`config.mk`:
```
export PLATFORM = sky130hd
export DESIGN_NAME = tcw_out_queue
export DESIGN_NICKNAME = d
export VERILOG_FILES = /design/src/hw/rtl/tcw_pkg.sv /design/src/hw/rtl/tcw_out_queue.sv
export SDC_FILE = /design/constraint.sdc
export NUM_CORES = 1
export LEC_CHECK = 0
export BUFFER_PORTS_ARGS = -buffer_cell sky130_fd_sc_hd__buf_4
export CELL_PAD_IN_SITES_DETAIL_PLACEMENT = 1
export CELL_PAD_IN_SITES_GLOBAL_PLACEMENT = 1
export CORE_MARGIN = 3
export CORE_UTILIZATION = 46
export DETAILED_ROUTE_END_ITERATION = 7
export GPL_ROUTABILITY_DRIVEN = 0
export HOLD_SLACK_MARGIN = 0.05
export PLACE_DENSITY = 0.91
export SYNTH_ARGS = -nofsm -noshare
export SYNTH_HDL_FRONTEND = slang
export SYNTH_SLANG_ARGS = --single-unit
```
`constraint.sdc`:
```
create_clock -name clock -period 5.2 [get_ports clock]
set_input_delay 1.04 -clock clock [delete_from_list [all_inputs] [get_ports clock]]
set_output_delay 1.04 -clock clock [all_outputs]
set_load 0.01 [all_outputs]
```
`src/hw/rtl/tcw_pkg.sv`:
```
// Shared types and constants of the text console writer.
// Holds screen geometry, character codes, command and result records.
// No dependencies.
package tcw_pkg;

   // Screen geometry
   localparam int COLUMNS = 80;
   localparam int ROWS    = 25;
   localparam int CELLS   = COLUMNS * ROWS;

   // Field widths
   localparam int MODE_W = 2;
   localparam int DATA_W = 16;
   localparam int IDX_W  = 11;

   // Internal widths
   localparam int ADDR_W = $clog2(CELLS);
   localparam int CUR_W  = $clog2(CELLS + COLUMNS);
   localparam int COL_W  = $clog2(COLUMNS);
   localparam int CNT_W  = $clog2(CELLS + 1);

   // Reciprocal of COLUMNS for splitting a cell index into row and column
   localparam int RSH     = IDX_W + $clog2(COLUMNS);
   localparam int RECIP   = ((1 << RSH) + COLUMNS - 1) / COLUMNS;
   localparam int RECIP_W = IDX_W + 2;
   localparam int PROD_W  = IDX_W + RECIP_W;

   // Tab expansion
   localparam int TAB_CELLS = 4;
   localparam int TAB_W     = $clog2(TAB_CELLS);

   // Cell constants
   localparam logic [DATA_W-1:0] BLANK_CELL   = 16'h0720;
   localparam logic [DATA_W-1:0] DEFAULT_ATTR = 16'h0700;
   localparam logic [7:0]        CHAR_MASK    = 8'hFF;
   localparam logic [7:0]        SPACE_CHAR   = 8'h20;

   // Control characters
   localparam logic [7:0] CH_BACKSPACE = 8'h08;
   localparam logic [7:0] CH_TAB       = 8'h09;
   localparam logic [7:0] CH_NEWLINE   = 8'h0A;
   localparam logic [7:0] CH_RETURN    = 8'h0D;

   typedef enum logic [MODE_W-1:0] {
      MODE_PUT  = 2'd0,
      MODE_READ = 2'd1,
      MODE_SET  = 2'd2,
      MODE_NONE = 2'd3
   } mode_type;

   typedef enum logic [2:0] {
      OP_CHAR,
      OP_BACKSPACE,
      OP_NEWLINE,
      OP_RETURN,
      OP_TAB,
      OP_READ,
      OP_SET,
      OP_NOP
   } op_type;

   // Classified request handed from the front to the back
   typedef struct packed {
      op_type            op;
      logic [DATA_W-1:0] cell_word;
      logic [IDX_W-1:0]  idx;
   } cmd_type;

   // Finished result
   typedef struct packed {
      logic [IDX_W-1:0]  cursor_pos;
      logic [DATA_W-1:0] cell_data;
   } rsp_type;

endpackage

```
`src/hw/rtl/tcw_out_queue.sv`:
```
// Two-entry result queue between the back end and the result ports.
// Depends on tcw_pkg.
module tcw_out_queue import tcw_pkg::*; (
   input  logic    clock,
   input  logic    reset,
   input  logic    rsp_push,
   output logic    rsp_full,
   input  rsp_type rsp_in_data,
   output logic    empty,
   input  logic    pop,
   output rsp_type rsp_out_data
);

   rsp_type    queue_ff [2];
   logic       wr_ptr_ff, wr_ptr_in;
   logic       rd_ptr_ff, rd_ptr_in;
   logic [1:0] count_ff, count_in;
   logic       do_push;
   logic       do_pop;

   assign rsp_full     = (count_ff == 2'd2);
   assign empty        = (count_ff == 2'd0);
   assign do_push      = rsp_push && !rsp_full;
   assign do_pop       = pop && !empty;
   assign rsp_out_data = queue_ff[rd_ptr_ff];

   // Advance pointers and count
   always_comb begin
      wr_ptr_in = do_push ? !wr_ptr_ff : wr_ptr_ff;
      rd_ptr_in = do_pop ? !rd_ptr_ff : rd_ptr_ff;
      unique case ({do_push, do_pop})
         2'b10:   count_in = count_ff + 2'd1;
         2'b01:   count_in = count_ff - 2'd1;
         default: count_in = count_ff;
      endcase
   end

   always_ff @(posedge clock) begin
      if (reset) begin
         wr_ptr_ff <= 1'b0;
         rd_ptr_ff <= 1'b0;
         count_ff  <= 2'd0;
      end else begin
         wr_ptr_ff <= wr_ptr_in;
         rd_ptr_ff <= rd_ptr_in;
         count_ff  <= count_in;
      end
   end

   // Hold queued results
   always_ff @(posedge clock) begin
      if (do_push) begin
         queue_ff[wr_ptr_ff] <= rsp_in_data;
      end
   end

endmodule

```
==> impl_metrics.json <==
{
  "cts.sinks": 59,
  "critPathRequiredTime_ps": 4160,
  "clk_path_buf_depth": 2,
  "antenna_left": 0,
  "ctsHoldBuffers": 0,
  "first_pass_iters": 4,
  "rsz0062_at_grt": "no",
  "maxCapViolCount": 0,
  "design_area_um2": 2810,
  "initial_core_util_pct": 48.7,
  "grt-ovfl-total": 0,
  "core_area_um2": 4440,
  "wl_mm": 4.17,
  "yosysWarnings": 0,
  "status": "completed",
  "clk_pin_slew_ps": 60,
  "diodes": 0,
  "grt_antenna_before_repair": 0,
  "cts_resized": 0,
  "hold_viol_final": 0,
  "start_kind": "register",
  "final.period_utilization_pct": 58.6,
  "power_leakage_nw": 1.07,
  "via_per_inst": 5.12,
  "root_buffer": "clkbuf_8",
  "finalNetCount": 209,
  "finalSetupTns_ps": 0,
  "place_area_um2": 2660,
  "slew_headroom_pct": 13.6,
  "peakVddDrop_v": 0.000247,
  "grt.total_usage_pct": 15.9,
  "worstMarginPinSlew_ps": 1300,
  "final-setup-viol-count": 0,
  "final_cell_mix": "buf_4 (59), edfxtp_1 (54), mux2_2 (16)",
  "clk_latency_ps": 320,
  "end_kind": "output pin",
  "min_period_ps": 3050,
  "holdCritPathClass": "register to register",
  "skew_ps": 4.65,
  "cts_made_buffers": 9,
  "drive_gt1_share_pct": 48.6,
  "clock.fmax_mhz": 328,
  "syn_inst": 110,
  "syn_to_final_growth_pct": 29.7,
  "grt_pass1_vias": 1318,
  "cellPowerDensity_nw_per_um2": 481,
  "die_x_um": 74.6,
  "cts-htree-levels": 3,
  "crit_type": "register to output pin",
  "final_common_cell": "buf_4",
  "yosys.cell_types.count": 18,
  "wire_per_inst_um": 17.9,
  "syn_area_per_cell_um2": 19.7,
  "cts_tree": "yes",
  "grt_pass1_wl_mm": 6.11,
  "drtIter0Drc": 45,
  "vias": 1192,
  "nFillCells": 408,
  "drv_slew": 0,
  "io_pins": 60,
  "io_buffers": 59,
  "drc": 0,
  "dieArea_um2": 5560,
  "ys_ff_latch": 59,
  "syn_nets": 142,
  "ys_seq_area_share_pct": 79.5,
  "rows": 24,
  "die_y_um": 74.6,
  "cts_setup_buffers": 0,
  "crit_fanout": 27,
  "crit_arrival_ps": 2010,
  "grt_start_max_net_pins": 28,
  "syn_area_um2": 2160,
  "hpwl_mm": 2.88
}
worst max-delay path, cell delays in order, from the launching register on:
cell	delay, ps
dfxtp_1	1100
mux2_2	440
buf_4	150
final cells by class:
class                      count  area, um2  area share [%]
tap                           52       65.1            2.32
inverter                       3       11.3           0.401
sequential                    59       1720            61.3
clock buffer                  10        128            4.55
multi-input combinational     45        417            14.8
timing repair buffer          59        443            15.8
clock inverter                 5       21.3           0.758
metal layers:
metal	global-route usage (%)	vias to the layer above	share of wire [%]
met2	29.0	50	56
li1	-	555	-
met1	15.0	579	35
met4	10.7	0	2.0
met3	5.27	8	6.7
met5	0	-	0
power breakdown:
part / switching [mW] / leakage (nW) / internal (mW)
clock: 0.155 / 0.0784 / 0.163
sequential: 0.0564 / 0.546 / 0.604
combinational: 0.166 / 0.449 / 0.206
stage by stage:
stage | util (%) | power, mW | cells | worst slack, ps | hold WS, ps
CTS | 63.1 | 1.37 | 233 | 2080 | 543
detailed placement | 59.8 | 1.05 | 218 | 2390 | 518
floorplan | - | 0.859 | 110 | 2850 | 452
global route | 63.1 | 1.42 | 233 | 2010 | 577
global placement | 59.8 | 1.03 | 218 | 2460 | 463
finish | 63.1 | 1.35 | 233 | 2150 | 536
cell usage after synthesis (all sizes together):
master | n | share of area [%]
edfxtp | 54 | 75
mux2 | 27 | 14
dfxtp | 5 | 4.6
nor2 | 4 | 0.69
buf | 3 | 0.69
inv | 3 | 0.52
a21oi | 2 | 0.46
o21ai | 2 | 0.46
or3 | 2 | 0.58
xnor2 | 2 | 0.81
and3 | 1 | 0.29
ha | 1 | 0.58
nand2 | 1 | 0.17
nand2b | 1 | 0.40
o21a | 1 | 0.35
xor2 | 1 | 0.40
kinds of logic after synthesis:
| family | Yosys count | synth area share [%] |
|---|---|---|
| xor+xnor | 3 | 1.21 |
| compound gates | 5 | 1.27 |
| flops | 59 | 79.5 |
| simple gates | 9 | 2.14 |
| buf+inv | 6 | 1.21 |
| mux | 27 | 14.0 |
| fa+ha+maj | 1 | 0.578 |
state kept, by name, indices dropped and copies added, names as in the netlist, named ones only:
register   count
queue_ff      54
count_ff       2
rd_ptr_ff      1
wr_ptr_ff      1
worst paths after layout:
| kind | startpoint | end | slack [ps] | cells past startpoint |
|---|---|---|---|---|
| setup / recovery | register | rsp_out_data[1] | 2150 | 2 |
| setup reg to reg | count_ff[0] | queue_ff[0][14] | 3010 | 4 |
| hold reg to reg | rd_ptr_ff | register | 540 | 2 |
| hold / removal | rd_ptr_ff | register | 540 | 2 |
Power figures use the tool's default switching activity.
