$ cat src/hw/rtl/tcw_pkg.sv
// Shared types and constants of the text console writer.
// Holds screen geometry, character codes, command and result records.
// No dependencies.
package tcw_pkg;

   // Screen geometry
   localparam int COLUMNS = 80;
   localparam int ROWS    = 25;
   localparam int CELLS   = COLUMNS * ROWS;

   // Field widths
   localparam int MODE_W = 2;
   localparam int DATA_W = 16;
   localparam int IDX_W  = 11;

   // Internal widths
   localparam int ADDR_W = $clog2(CELLS);
   localparam int CUR_W  = $clog2(CELLS + COLUMNS);
   localparam int COL_W  = $clog2(COLUMNS);
   localparam int CNT_W  = $clog2(CELLS + 1);

   // Reciprocal of COLUMNS for splitting a cell index into row and column
   localparam int RSH     = IDX_W + $clog2(COLUMNS);
   localparam int RECIP   = ((1 << RSH) + COLUMNS - 1) / COLUMNS;
   localparam int RECIP_W = IDX_W + 2;
   localparam int PROD_W  = IDX_W + RECIP_W;

   // Tab expansion
   localparam int TAB_CELLS = 4;
   localparam int TAB_W     = $clog2(TAB_CELLS);

   // Cell constants
   localparam logic [DATA_W-1:0] BLANK_CELL   = 16'h0720;
   localparam logic [DATA_W-1:0] DEFAULT_ATTR = 16'h0700;
   localparam logic [7:0]        CHAR_MASK    = 8'hFF;
   localparam logic [7:0]        SPACE_CHAR   = 8'h20;

   // Control characters
   localparam logic [7:0] CH_BACKSPACE = 8'h08;
   localparam logic [7:0] CH_TAB       = 8'h09;
   localparam logic [7:0] CH_NEWLINE   = 8'h0A;
   localparam logic [7:0] CH_RETURN    = 8'h0D;

   typedef enum logic [MODE_W-1:0] {
      MODE_PUT  = 2'd0,
      MODE_READ = 2'd1,
      MODE_SET  = 2'd2,
      MODE_NONE = 2'd3
   } mode_type;

   typedef enum logic [2:0] {
      OP_CHAR,
      OP_BACKSPACE,
      OP_NEWLINE,
      OP_RETURN,
      OP_TAB,
      OP_READ,
      OP_SET,
      OP_NOP
   } op_type;

   // Classified request handed from the front to the back
   typedef struct packed {
      op_type            op;
      logic [DATA_W-1:0] cell_word;
      logic [IDX_W-1:0]  idx;
   } cmd_type;

   // Finished result
   typedef struct packed {
      logic [IDX_W-1:0]  cursor_pos;
      logic [DATA_W-1:0] cell_data;
   } rsp_type;

endpackage

$ cat src/hw/rtl/tcw_front.sv
// Front end of the text console writer: accepts requests, classifies them
// and holds them in a two-entry command queue. Depends on tcw_pkg.
module tcw_front import tcw_pkg::*; (
   input  logic              clock,
   input  logic              reset,
   input  logic              push,
   output logic              full,
   input  logic [MODE_W-1:0] req_mode,
   input  logic [DATA_W-1:0] req_char_code,
   input  logic [IDX_W-1:0]  req_cell_index,
   input  logic              clearing,
   output logic              cmd_valid,
   input  logic              cmd_pop,
   output cmd_type           cmd
);

   cmd_type    queue_ff [2];
   logic       wr_ptr_ff, wr_ptr_in;
   logic       rd_ptr_ff, rd_ptr_in;
   logic [1:0] count_ff, count_in;

   cmd_type           new_cmd;
   logic [DATA_W-1:0] code;
   logic [IDX_W-1:0]  idx_clamped;
   logic              accept;

   // Apply default attribute and clamp the index
   always_comb begin
      code = req_char_code;
      if (req_char_code[DATA_W-1:8] == 8'd0) begin
         code = req_char_code | DEFAULT_ATTR;
      end
      idx_clamped = req_cell_index;
      if (32'(req_cell_index) >= CELLS) begin
         idx_clamped = IDX_W'(CELLS - 1);
      end
   end

   // Classify the request
   always_comb begin
      new_cmd.cell_word = code;
      new_cmd.idx       = idx_clamped;
      new_cmd.op        = OP_NOP;
      unique case (mode_type'(req_mode))
         MODE_PUT: begin
            if ((code[7:0] & CHAR_MASK) == CH_BACKSPACE) begin
               new_cmd.op = OP_BACKSPACE;
            end else if (code[7:0] == CH_NEWLINE) begin
               new_cmd.op = OP_NEWLINE;
            end else if (code[7:0] == CH_RETURN) begin
               new_cmd.op = OP_RETURN;
            end else if (code[7:0] == CH_TAB) begin
               new_cmd.op = OP_TAB;
            end else begin
               new_cmd.op = OP_CHAR;
            end
         end
         MODE_READ: new_cmd.op = OP_READ;
         MODE_SET:  new_cmd.op = OP_SET;
         MODE_NONE: new_cmd.op = OP_NOP;
      endcase
   end

   assign full      = (count_ff == 2'd2) || clearing;
   assign accept    = push && !full;
   assign cmd_valid = (count_ff != 2'd0);
   assign cmd       = queue_ff[rd_ptr_ff];

   // Advance queue pointers
   always_comb begin
      wr_ptr_in = wr_ptr_ff;
      rd_ptr_in = rd_ptr_ff;
      count_in  = count_ff;
      if (accept) begin
         wr_ptr_in = !wr_ptr_ff;
      end
      if (cmd_pop && cmd_valid) begin
         rd_ptr_in = !rd_ptr_ff;
      end
      unique case ({accept, cmd_pop && cmd_valid})
         2'b10:   count_in = count_ff + 2'd1;
         2'b01:   count_in = count_ff - 2'd1;
         default: count_in = count_ff;
      endcase
   end

   always_ff @(posedge clock) begin
      if (reset) begin
         wr_ptr_ff <= 1'b0;
         rd_ptr_ff <= 1'b0;
         count_ff  <= 2'd0;
      end else begin
         wr_ptr_ff <= wr_ptr_in;
         rd_ptr_ff <= rd_ptr_in;
         count_ff  <= count_in;
      end
   end

   // Hold queued commands
   always_ff @(posedge clock) begin
      if (accept) begin
         queue_ff[wr_ptr_ff] <= new_cmd;
      end
   end

endmodule

$ cat config.mk
export PLATFORM = sky130hd
export DESIGN_NAME = tcw_front
export DESIGN_NICKNAME = d
export VERILOG_FILES = /design/src/hw/rtl/tcw_pkg.sv /design/src/hw/rtl/tcw_front.sv
export SDC_FILE = /design/constraint.sdc
export NUM_CORES = 1
export LEC_CHECK = 0
export BUFFER_PORTS_ARGS = -buffer_cell sky130_fd_sc_hd__buf_4
export CORE_ASPECT_RATIO = 0.6
export CORE_UTILIZATION = 45
export CTS_CLUSTER_DIAMETER = 80
export DETAILED_ROUTE_END_ITERATION = 16
export GPL_ROUTABILITY_DRIVEN = 0
export PLACE_DENSITY = 0.75
export SYNTH_ARGS = -nofsm -noshare
export SYNTH_HDL_FRONTEND = slang
export SYNTH_SLANG_ARGS = --single-unit
$ cat constraint.sdc
create_clock -name clock -period 6.1 [get_ports clock]
set_input_delay 0.305 -clock clock [delete_from_list [all_inputs] [get_ports clock]]
set_output_delay 0.305 -clock clock [all_outputs]
set_load 0.02 [all_outputs]
==> results of run 1 <==
[per-layer routing]
| metal | vias to the layer above | global-route usage |
|---|---|---|
| met4 | 0 | 0.0497 |
| met2 | 57 | 0.263 |
| met5 | - | 0 |
| li1 | 715 | - |
| met1 | 733 | 0.225 |
| met3 | 7 | 0.0657 |
[final cells by class]
class / instances / share of cell area
timing repair buffer: 68 / 0.152
multi-input combinational: 78 / 0.196
tap: 77 / 0.0288
sequential: 65 / 0.568
clock buffer: 11 / 0.0392
inverter: 2 / 0.00224
clock inverter: 5 / 0.0138
[cell families (layout without fill, tap and decap cells)]
family | count (synthesis) | in the layout | synth area share
xor gates and xnor gates | 4 | 4 | 0.0135
and+or+nand+nor | 31 | 31 | 0.0661
DFF | 65 | 65 | 0.733
AOI/OAI and AO/OA | 11 | 11 | 0.0304
buffers and inverters | 10 | 86 | 0.0159
adders and majority gates | 1 | 1 | 0.00482
muxes | 31 | 31 | 0.136
[synthesized netlist by cell type (all sizes together), types with 2 or more instances]
library cell / number / area [um^2]
edfxtp: 60 / 1800
or2: 6 / 37.5
inv: 2 / 7.51
buf: 3 / 15.0
mux2: 31 / 353
nor2: 12 / 45.0
nand3b: 2 / 15.0
xor2: 2 / 17.5
nand2b: 2 / 12.5
clkbuf: 5 / 18.8
o21ai: 3 / 15.0
a21o: 3 / 22.5
and2: 2 / 12.5
xnor2: 2 / 17.5
dfxtp: 5 / 100
[sequential cells by signal, summed over array words and instances (netlist names), named ones only]
signal     flops
queue_ff      60
count_ff       2
rd_ptr_ff      1
wr_ptr_ff      1
[worst min-delay path by stage]
stage / start / slack (ns) / depth (start not counted) / end
2_1_floorplan: reset / 0.37 / 1 / count_ff[1]$_SDFFE_PP0P_
3_3_place_gp: rd_ptr_ff$_SDFFE_PP0P_ / 0.50 / 2 / rd_ptr_ff$_SDFFE_PP0P_
3_5_place_dp: rd_ptr_ff$_SDFFE_PP0P_ / 0.50 / 2 / flip-flop
4_1_cts: req_cell_index[7] / 0.15 / 1 / queue_ff[0][7]$_DFFE_PP_
5_1_grt: req_cell_index[9] / 0.15 / 1 / queue_ff[0][9]$_DFFE_PP_
6_report: req_cell_index[7] / 0.17 / 1 / queue_ff[0][7]$_DFFE_PP_
[worst reg2reg max path, cell delays in order (launching register included)]
cell,delay [ns]
dfxtp_1,0.41
nor2b_1,0.08
or3b_4,0.42
ha_1,0.35
or3_1,0.35
a21oi_1,0.13
[metrics by stage]
step | setup slack [ns] | instances | instance area [um^2] | hold WS (ns) | total power, W
2_1_floorplan | 3.55 | 153 | 2590 | 0.374 | 0.000773
3_3_place_gp | 4.33 | 290 | 3170 | 0.496 | 0.000907
5_1_grt | 3.83 | 306 | 3350 | 0.147 | 0.00128
6_report | 3.96 | 306 | 3350 | 0.167 | 0.00123
3_5_place_dp | 4.30 | 290 | 3170 | 0.496 | 0.000912
4_1_cts | 3.94 | 306 | 3350 | 0.152 | 0.00124
[power by group through the flow]
stage               Sequential (W)  Clock [W]  Combinational, W
finish                    0.000547   0.000332          0.000353
global route              0.000552   0.000356          0.000375
CTS                       0.000547   0.000338          0.000357
detailed placement        0.000557          0          0.000356
global placement          0.000555          0          0.000352
floorplan                 0.000547          0          0.000226
==> results.ini, run 1 <==
[run_status]
status=finished clean

[setup_path]
setup.worst_path.end_class=primary output
cpMaxStageDelayCell=dfxtp_1
cp.depth=3
cp_slowest_stage_delay_ns=0.55
cp-endpoint=cmd[2]
ff_to_ff_setup_slack_ns=4.29
worstPathArrival_ns=1.83
crit_required_ns=5.79
critical_path.reg2reg.startpoint=count_ff[0]$_SDFFE_PP0P_
critPathTopFamily=flip-flops
critical_path.most_common_cell=buf_4
r2r_cells=5
cp.buffers_inverters=2
worstSetupStartpointType=flip-flop
critical_path.cell_chain=buf_4 > mux2_2 > buf_4
crit-reg2reg-capture=count_ff[1]$_SDFFE_PP0P_
crit_fanout=22
criticalPathCategory=flip-flop to primary output

[drt]
detailed_routed_wire_length_on_met3_um=311
ant_nets=0
remaining_drc_errors=0
viasPerCell=4.94
met1_length_um=2300
dr_wl_met2_um=2130
uppermost_signal_routing_layer_after_detailed_routing=met4
drt_iter0_drc=59
detailroute.via_count=1512
wl_um=4790
drt-pass1-iter-count=4
wl_per_cell_um=15.6

[synthesis]
post_synth_inst_count=153
synth-edff-count=60
syn_nets=188
syn_avg_cell_area_um2=17.0
ys_async_sr_fraction=0
ys_types=29
seq_area_frac_synth=0.733
synth_register_bits=65
ys.warnings.count=0
synth_area_um2=2590
synth-main-ff-cell=edfxtp_1

[pwr]
vdd_ir_drop_max_mv=0.183
cellInternalPower_w=0.000884
total_leakage_power_nw=1.27
power_frac_clock=0.269
power.share.switching=0.282
power-per-cell-area_nw_per_um2=368
seq_power_share=0.444
share_comb_of_total_power=0.286
switchingPower_w=0.000347

[clock_network]
ctsResizeCount=0
post-cts-setup-buffers=0
cts.sink_count=65
cts.path.max_buffers=2
cts_max_level=3
cts_hold_buf=0
cts_made_buffers=9
cts_root_buffer=clkbuf_8
cts_clk_pin_slew_worst_paths_ns=0.06
worstSkewPairLatency_ns=0.33
cts_tree=yes

[timing]
max-slew-margin-rel=0.654
hold_viol=0
fmaxAchievable_ghz=0.468
grt_setup_unrepaired=false
finalSetupViolCount=0
drv_slew=0
min_cycle_time_layout_ns=2.14
finClkSkew_ns=0.00431
finalCritPeriodShare=0.350
worst_pin_slew_ns=0.514
totalNegativeSetupSlack_ns=0

[placement]
port-buffer-count=65
dpl.hpwl_um=3320

[global_route]
wire_length_of_the_first_global_routing_pass_um=7200
grt_remaining_overflow=0
number_of_global_route_vias_before_repair=1440
pin_count_of_the_biggest_net_entering_global_routing=31
antenna_violations_before_repair=0
total_routing_usage_gr=0.169

[floorplan]
floorplan.die_area_um2=6080
floorplan.initialDensity=0.489
die_x_um=100
die-height_um=60.8
ios=66
core_um2=5310
floorplan.rows=20

[min_path]
min_path_type=input pin to flip-flop

[finish]
layout_commonest_cell=buf_4
final_core_util=0.631
final_net_count=259
multi_input_area_um2=656
area_delta_synth_final_pct=29.1
most_frequent_cells_in_the_layout=68 x buf_4, 60 x edfxtp_1, 30 x mux2_2
drive_gt1_frac=0.520
fillers=418
antenna_cells=0
seq_area_um2=1900

[run]
max-cap-violations=0

No activity file was read; power rests on OpenSTA's default activity.
==> inputs of run 2 (changes only) <==
==> constraint.sdc (replaced) <==
create_clock -name clock -period 2.1 [get_ports clock]
set_input_delay 0.105 -clock clock [delete_from_list [all_inputs] [get_ports clock]]
set_output_delay 0.105 -clock clock [all_outputs]
set_load 0.02 [all_outputs]
==> run 2 against run 1 <==
Wire length is 0.88% higher. Clock power grew to 2.6 times the previous value. Register-to-register slack worse by 4.0 ns. Count of clock-buffer cells in the layout is 2 lower. First-iteration DRC count is 15% lower. Hold slack worse by 0.11 ns. Cell count is 6.9% higher. Non-clock buffer count is 21 higher. Utilization is 3.6 points higher. Global-route usage is 0.45 points higher. Clock skew is 0.00067 ns higher. Final area is 5.6% higher. Largest cell class unchanged.
==> results.ini, run 2 (synthesized netlist as in run 1, its figures left out) <==
[placement]
place_worst_setup_slack_ns=0.282  ; -4.02 ns
port-buffer-count=65  ; unchanged
dpl.hpwl_um=3270  ; -1.5%
dp.cells=292  ; +0.69%

[finish]
area_delta_synth_final_pct=36.4
biggestRegsByFlops=queue_ff x60, count_ff x2
layout_commonest_cell=buf_4
largest_register_ff_count=60  ; unchanged
non_filler_cells_in_the_finished_layout=327  ; +6.9%
antenna_cells=0  ; unchanged
final_net_count=280  ; +8.1%
most_frequent_cells_in_the_layout=70 x buf_4, 60 x edfxtp_1, 30 x mux2_2
drive_gt1_frac=0.504  ; -0.0157
max_flop_register=queue_ff

[run_status]
status=finished clean

[floorplan]
die_x_um=100  ; unchanged
ios=66  ; unchanged
floorplan.rows=20  ; unchanged
floorplan.initialDensity=0.489  ; unchanged
die-height_um=60.8  ; unchanged
core_um2=5310  ; unchanged
floorplan.die_area_um2=6080  ; unchanged

[min_path]
hold_end=queue_ff[0][3]$_DFFE_PP_
hold_depth=2  ; +1
hold_path_startpoint=req_cell_index[3]
min_path_type=input pin to flip-flop

[timing]
min_cycle_time_layout_ns=1.82
finalSetupViolCount=0  ; unchanged
drv_slew=0  ; unchanged
worst_slack_ns=0.275  ; -3.69 ns
fmaxAchievable_ghz=0.548
hold_viol=0  ; unchanged
max-slew-margin-rel=0.662  ; +0.00799
finClkSkew_ns=0.00498  ; +0.000672 ns
grt_setup_unrepaired=false
worst_pin_slew_ns=0.502  ; -0.0119 ns
holdWs_ns=0.0555  ; -0.112 ns
finalCritPeriodShare=0.869

[global_route]
pin_count_of_the_biggest_net_entering_global_routing=31  ; unchanged
number_of_global_route_vias_before_repair=1518  ; +5.4%
total_routing_usage_gr=0.173  ; +0.00455
grt_use_met2=0.270  ; +0.00690
grt.met1_usage=0.226  ; +0.00110
use_met3=0.0726  ; +0.00691
wire_length_of_the_first_global_routing_pass_um=7350  ; +2.0%
antenna_violations_before_repair=0  ; unchanged
grt_remaining_overflow=0  ; unchanged
global_route_hottest_layer=met2

[setup_path]
worstSetupStartpointType=flip-flop
critical_path.reg2reg.startpoint=count_ff[0]$_SDFFE_PP0P_
crit-reg2reg-capture=count_ff[1]$_SDFFE_PP0P_
r2r_cells=5  ; unchanged
setup.worst_path.end_class=flip-flop
ff_to_ff_setup_slack_ns=0.28  ; -4.01 ns
crit_fanout=5  ; -77%
crit_required_ns=2.36  ; -3.43 ns
criticalPathCategory=flip-flop to flip-flop
worstPathArrival_ns=2.08  ; +0.25 ns

[clock_network]
cts.sink_count=65  ; unchanged
cts_max_level=3  ; unchanged
cts_tree=yes
ctsResizeCount=0  ; unchanged
cts_root_buffer=clkbuf_8
worstSkewPairLatency_ns=0.33  ; about the same
cts_clk_pin_slew_worst_paths_ns=0.07  ; about the same
cts.path.max_buffers=2  ; unchanged
cts_made_buffers=9  ; unchanged

[drt]
drt_iter0_drc=50  ; -15%
detailroute.via_count=1555  ; +2.8%
drt-pass1-iter-count=4  ; unchanged
wl_um=4830  ; +0.88%
viasPerCell=4.76  ; -3.8%
wl_per_cell_um=14.8  ; -5.6%
remaining_drc_errors=0  ; unchanged
ant_nets=0  ; unchanged

[pwr]
power-per-cell-area_nw_per_um2=987  ; +170%
vdd_ir_drop_max_mv=0.533  ; +190%
total_leakage_power_nw=1.35  ; +7.0%

[run]
max-cap-violations=0  ; unchanged

## run 2: changes by cell type in the layout (fill, tap and decap cells not counted), moves of 2 or more
cell,before,now
buf_4,68,70
clkbuf_1,2,0
clkinv_2,1,6
clkinv_1,3,0
dlygate4sd3_1,0,19
## run 2: final cells by class
cell class	instances	area, um^2
clock buffers	9	124
clock inverters	7	37.5
fillers	400	1770
inverters	2	7.51
multi-input cells	78	656
flip-flops and latches	65	1900
well taps	77	96.3
repair buffers	89	716
## run 2: how the worst max path moves through the flow
stage,from,end,slack (ns),cells after the start
global route,count_ff[0]$_SDFFE_PP0P_,count_ff[1]$_SDFFE_PP0P_,0.21,5
floorplan,count_ff[0]$_SDFFE_PP0P_,queue_ff[0][0]$_DFFE_PP_,-0.45,3
detailed placement,count_ff[0]$_SDFFE_PP0P_,count_ff[1]$_SDFFE_PP0P_,0.28,5
global placement,count_ff[0]$_SDFFE_PP0P_,count_ff[1]$_SDFFE_PP0P_,0.32,5
finish,count_ff[0]$_SDFFE_PP0P_,count_ff[1]$_SDFFE_PP0P_,0.28,5
CTS,count_ff[0]$_SDFFE_PP0P_,count_ff[1]$_SDFFE_PP0P_,0.26,5
## run 2: stage by stage
stage / cell area [um^2] / total power, W / TNS, ns / util
2_1_floorplan: 2590 / 0.00225 / -26.96 / -
3_3_place_gp: 3190 / 0.00264 / 0 / 0.601
3_5_place_dp: 3190 / 0.00265 / 0 / 0.601
4_1_cts: 3540 / 0.00353 / 0 / 0.667
5_1_grt: 3540 / 0.00366 / 0 / 0.667
6_report: 3540 / 0.00349 / 0 / 0.667
## run 2: worst max-delay path, stage by stage, from the launching register on
cell and delay, ns:
dfxtp_1 0.41, nor2b_1 0.08, or3b_4 0.42, ha_1 0.35, or3_1 0.36, a21oi_1 0.14
## run 2: power by group
part | switching (W) | total (W) | internal [W]
Sequential | 0.0000350 | 0.00156 | 0.00153
Combinational | 0.000545 | 0.00107 | 0.000529
Clock | 0.000438 | 0.000852 | 0.000414
## run 2: what timing repair did
item | in CTS | in global routing
setup endpoints to repair | 0 | 0
setup buffers | 0 | 0
endpoints found under the hold margin | 40 | 0
hold buffers | 19 | 0
## run 2: per-layer routing
| layer | wire length [um] | part of all wire | up-vias |
|---|---|---|---|
| met1 | 2270 | 0.47 | 732 |
| met5 | 0 | 0 | - |
| met4 | 6 | 0.0012 | 0 |
| li1 | - | - | 761 |
| met2 | 2220 | 0.46 | 60 |
| met3 | 337 | 0.070 | 2 |
==> inputs of run 3 (changes only) <==
--- a/config.mk
+++ b/config.mk
@@ -12,6 +12,7 @@
 export DETAILED_ROUTE_END_ITERATION = 16
 export GPL_ROUTABILITY_DRIVEN = 0
 export PLACE_DENSITY = 0.75
+export RECOVER_POWER = 50
 export SYNTH_ARGS = -nofsm -noshare
 export SYNTH_HDL_FRONTEND = slang
 export SYNTH_SLANG_ARGS = --single-unit
==> run 3 against run 2 <==
Maximum frequency is 1.6% lower. Sequential power hardly changed. Setup slack worse by 0.030 ns. Non-clock buffer count stayed put. Critical path depth stayed put. Count of clock-buffer cells in the layout stayed put. Register-to-register slack worse by 0.03 ns. Hold slack better by 0.00098 ns. Final area is 2.5% lower. Utilization is 1.7 points lower. Critical path type unchanged. Highest routed layer unchanged.
==> results.ini, run 3 (synthesized netlist as in run 1, its figures left out) <==
[floorplan]
ios=66  ; unchanged
die_x_um=100  ; unchanged
floorplan.die_area_um2=6080  ; unchanged
core_um2=5310  ; unchanged
floorplan.rows=20  ; unchanged
floorplan.initialDensity=0.489  ; unchanged
die-height_um=60.8  ; unchanged

[timing]
min_cycle_time_layout_ns=1.86  ; +0.0302 ns
grt_setup_unrepaired=false
fmaxAchievable_ghz=0.539  ; -1.6%
holdWs_ns=0.0565  ; +0.000979 ns
drv_slew=0  ; unchanged
max-slew-margin-rel=0.646  ; -0.0167
hold_viol=0  ; unchanged
finClkSkew_ns=0.00479  ; -0.000195 ns
finalSetupViolCount=0  ; unchanged
worst_pin_slew_ns=0.527  ; +0.0248 ns
finalCritPeriodShare=0.883  ; +0.0144

[finish]
most_frequent_cells_in_the_layout=60 x edfxtp_1, 48 x buf_4, 30 x mux2_2
max_flop_register=queue_ff
drive_gt1_frac=0.412  ; -0.0920
biggestRegsByFlops=queue_ff x60, count_ff x2
largest_register_ff_count=60  ; unchanged
layout_commonest_cell=edfxtp_1
antenna_cells=0  ; unchanged
area_delta_synth_final_pct=33.0
final_net_count=280  ; unchanged

[min_path]
min_path_type=input pin to flip-flop
hold_path_startpoint=req_cell_index[3]

[run]
max-cap-violations=0  ; unchanged

[clock_network]
cts_tree=yes
post-cts-setup-buffers=0  ; unchanged
cts_root_buffer=clkbuf_8
cts.sink_count=65  ; unchanged
worstSkewPairLatency_ns=0.33  ; about the same
ctsResizeCount=0  ; unchanged
cts_clk_pin_slew_worst_paths_ns=0.07  ; about the same
cts.path.max_buffers=2  ; unchanged
cts_max_level=3  ; unchanged
cts_made_buffers=9  ; unchanged

[pwr]
power-per-cell-area_nw_per_um2=1000  ; +1.5%
p_total_w=0.00346  ; -1.0%
vdd_ir_drop_max_mv=0.539  ; +1.2%
total_leakage_power_nw=1.28  ; -5.6%

[setup_path]
cpMaxStageDelayCell=or3b_1
cp_slowest_stage_delay_ns=0.44  ; +0.02 ns
setup.worst_path.end_class=flip-flop
criticalPathCategory=flip-flop to flip-flop
critical_path.cell_chain=nor2b_1 > or3b_1 > ha_1 > or3_1 > a21oi_1
crit_required_ns=2.36  ; about the same
worstSetupStartpointType=flip-flop
worstPathArrival_ns=2.12  ; +0.04 ns
critical_path.reg2reg.startpoint=count_ff[0]$_SDFFE_PP0P_
start_point_of_the_critical_path=count_ff[0]$_SDFFE_PP0P_
crit_fanout=5  ; unchanged

[drt]
viasPerCell=4.72  ; -0.77%
wl_per_cell_um=14.7  ; -0.70%
detailroute.via_count=1543  ; -0.77%
drt-pass1-iter-count=5  ; +1
drt_iter0_drc=41  ; -18%
wl_um=4790  ; -0.70%
ant_nets=0  ; unchanged
remaining_drc_errors=0  ; unchanged

[global_route]
grt_remaining_overflow=0  ; unchanged
total_routing_usage_gr=0.173  ; unchanged
antenna_violations_before_repair=0  ; unchanged
pin_count_of_the_biggest_net_entering_global_routing=31  ; unchanged
wire_length_of_the_first_global_routing_pass_um=7350  ; unchanged
number_of_global_route_vias_before_repair=1518  ; unchanged

[placement]
dpl.hpwl_um=3270  ; unchanged
port-buffer-count=65  ; unchanged

[run_status]
status=finished clean

-- run 3: cell count changes in the layout (fill, tap and decap cells not counted), sizes merged --
cell    change
clkbuf     +22
buf        -22
-- run 3: layer usage --
metal | GRT usage | vias to the layer above | wire length (um)
li1 | - | 759 | -
met3 | 0.0726 | 2 | 288
met4 | 0.0559 | 0 | 18
met5 | 0 | - | 0
met2 | 0.270 | 52 | 2190
met1 | 0.226 | 730 | 2290
-- run 3: power breakdown --
| part | internal, W | switching [W] | total, W | leakage, nW |
|---|---|---|---|---|
| Clock | 0.000414 | 0.000437 | 0.000851 | 0.0883 |
| Sequential | 0.00153 | 0.0000343 | 0.00156 | 0.591 |
| Combinational | 0.000498 | 0.000543 | 0.00104 | 0.599 |
| Total | 0.00244 | 0.00101 | 0.00346 | 1.28 |
-- run 3: layout make-up --
| cell class | instances | area, um^2 |
|---|---|---|
| clock buffers | 9 | 124 |
| clock inverters | 7 | 37.5 |
| fillers | 428 | 1850 |
| inverters | 2 | 7.51 |
| multi-input cells | 78 | 648 |
| flip-flops and latches | 65 | 1900 |
| well taps | 77 | 96.3 |
| repair buffers | 89 | 636 |
-- run 3: what timing repair did --
action | in CTS | in global routing
hold buffers | 19 | 0
endpoints found under the setup margin | 0 | 0
endpoints found under the hold margin | 40 | 0
-- run 3: critical path: cells and delay by family, from the launching register on --
family,cells,cell delay [ns]
fa+ha+maj,1,0.36
compound gates,1,0.14
simple gates,3,0.87
flops,1,0.41
-- run 3: worst paths after layout --
path	end	slack, ns	depth (start not counted)
min reg2reg	flip-flop	0.51	2
max	count_ff[1]$_SDFFE_PP0P_	0.24	5
min	queue_ff[0][3]$_DFFE_PP_	0.06	2
max reg2reg	count_ff[1]$_SDFFE_PP0P_	0.24	5
-- run 3: stage by stage --
step | utilization | cell area [um^2] | setup slack [ns] | TNS (ns) | cells
floorplan | - | 2590 | -0.449 | -26.96 | 153
finish | 0.650 | 3450 | 0.245 | 0 | 327
CTS | 0.667 | 3540 | 0.260 | 0 | 327
detailed placement | 0.601 | 3190 | 0.282 | 0 | 292
global route | 0.650 | 3450 | 0.177 | 0 | 327
global placement | 0.601 | 3190 | 0.324 | 0 | 292
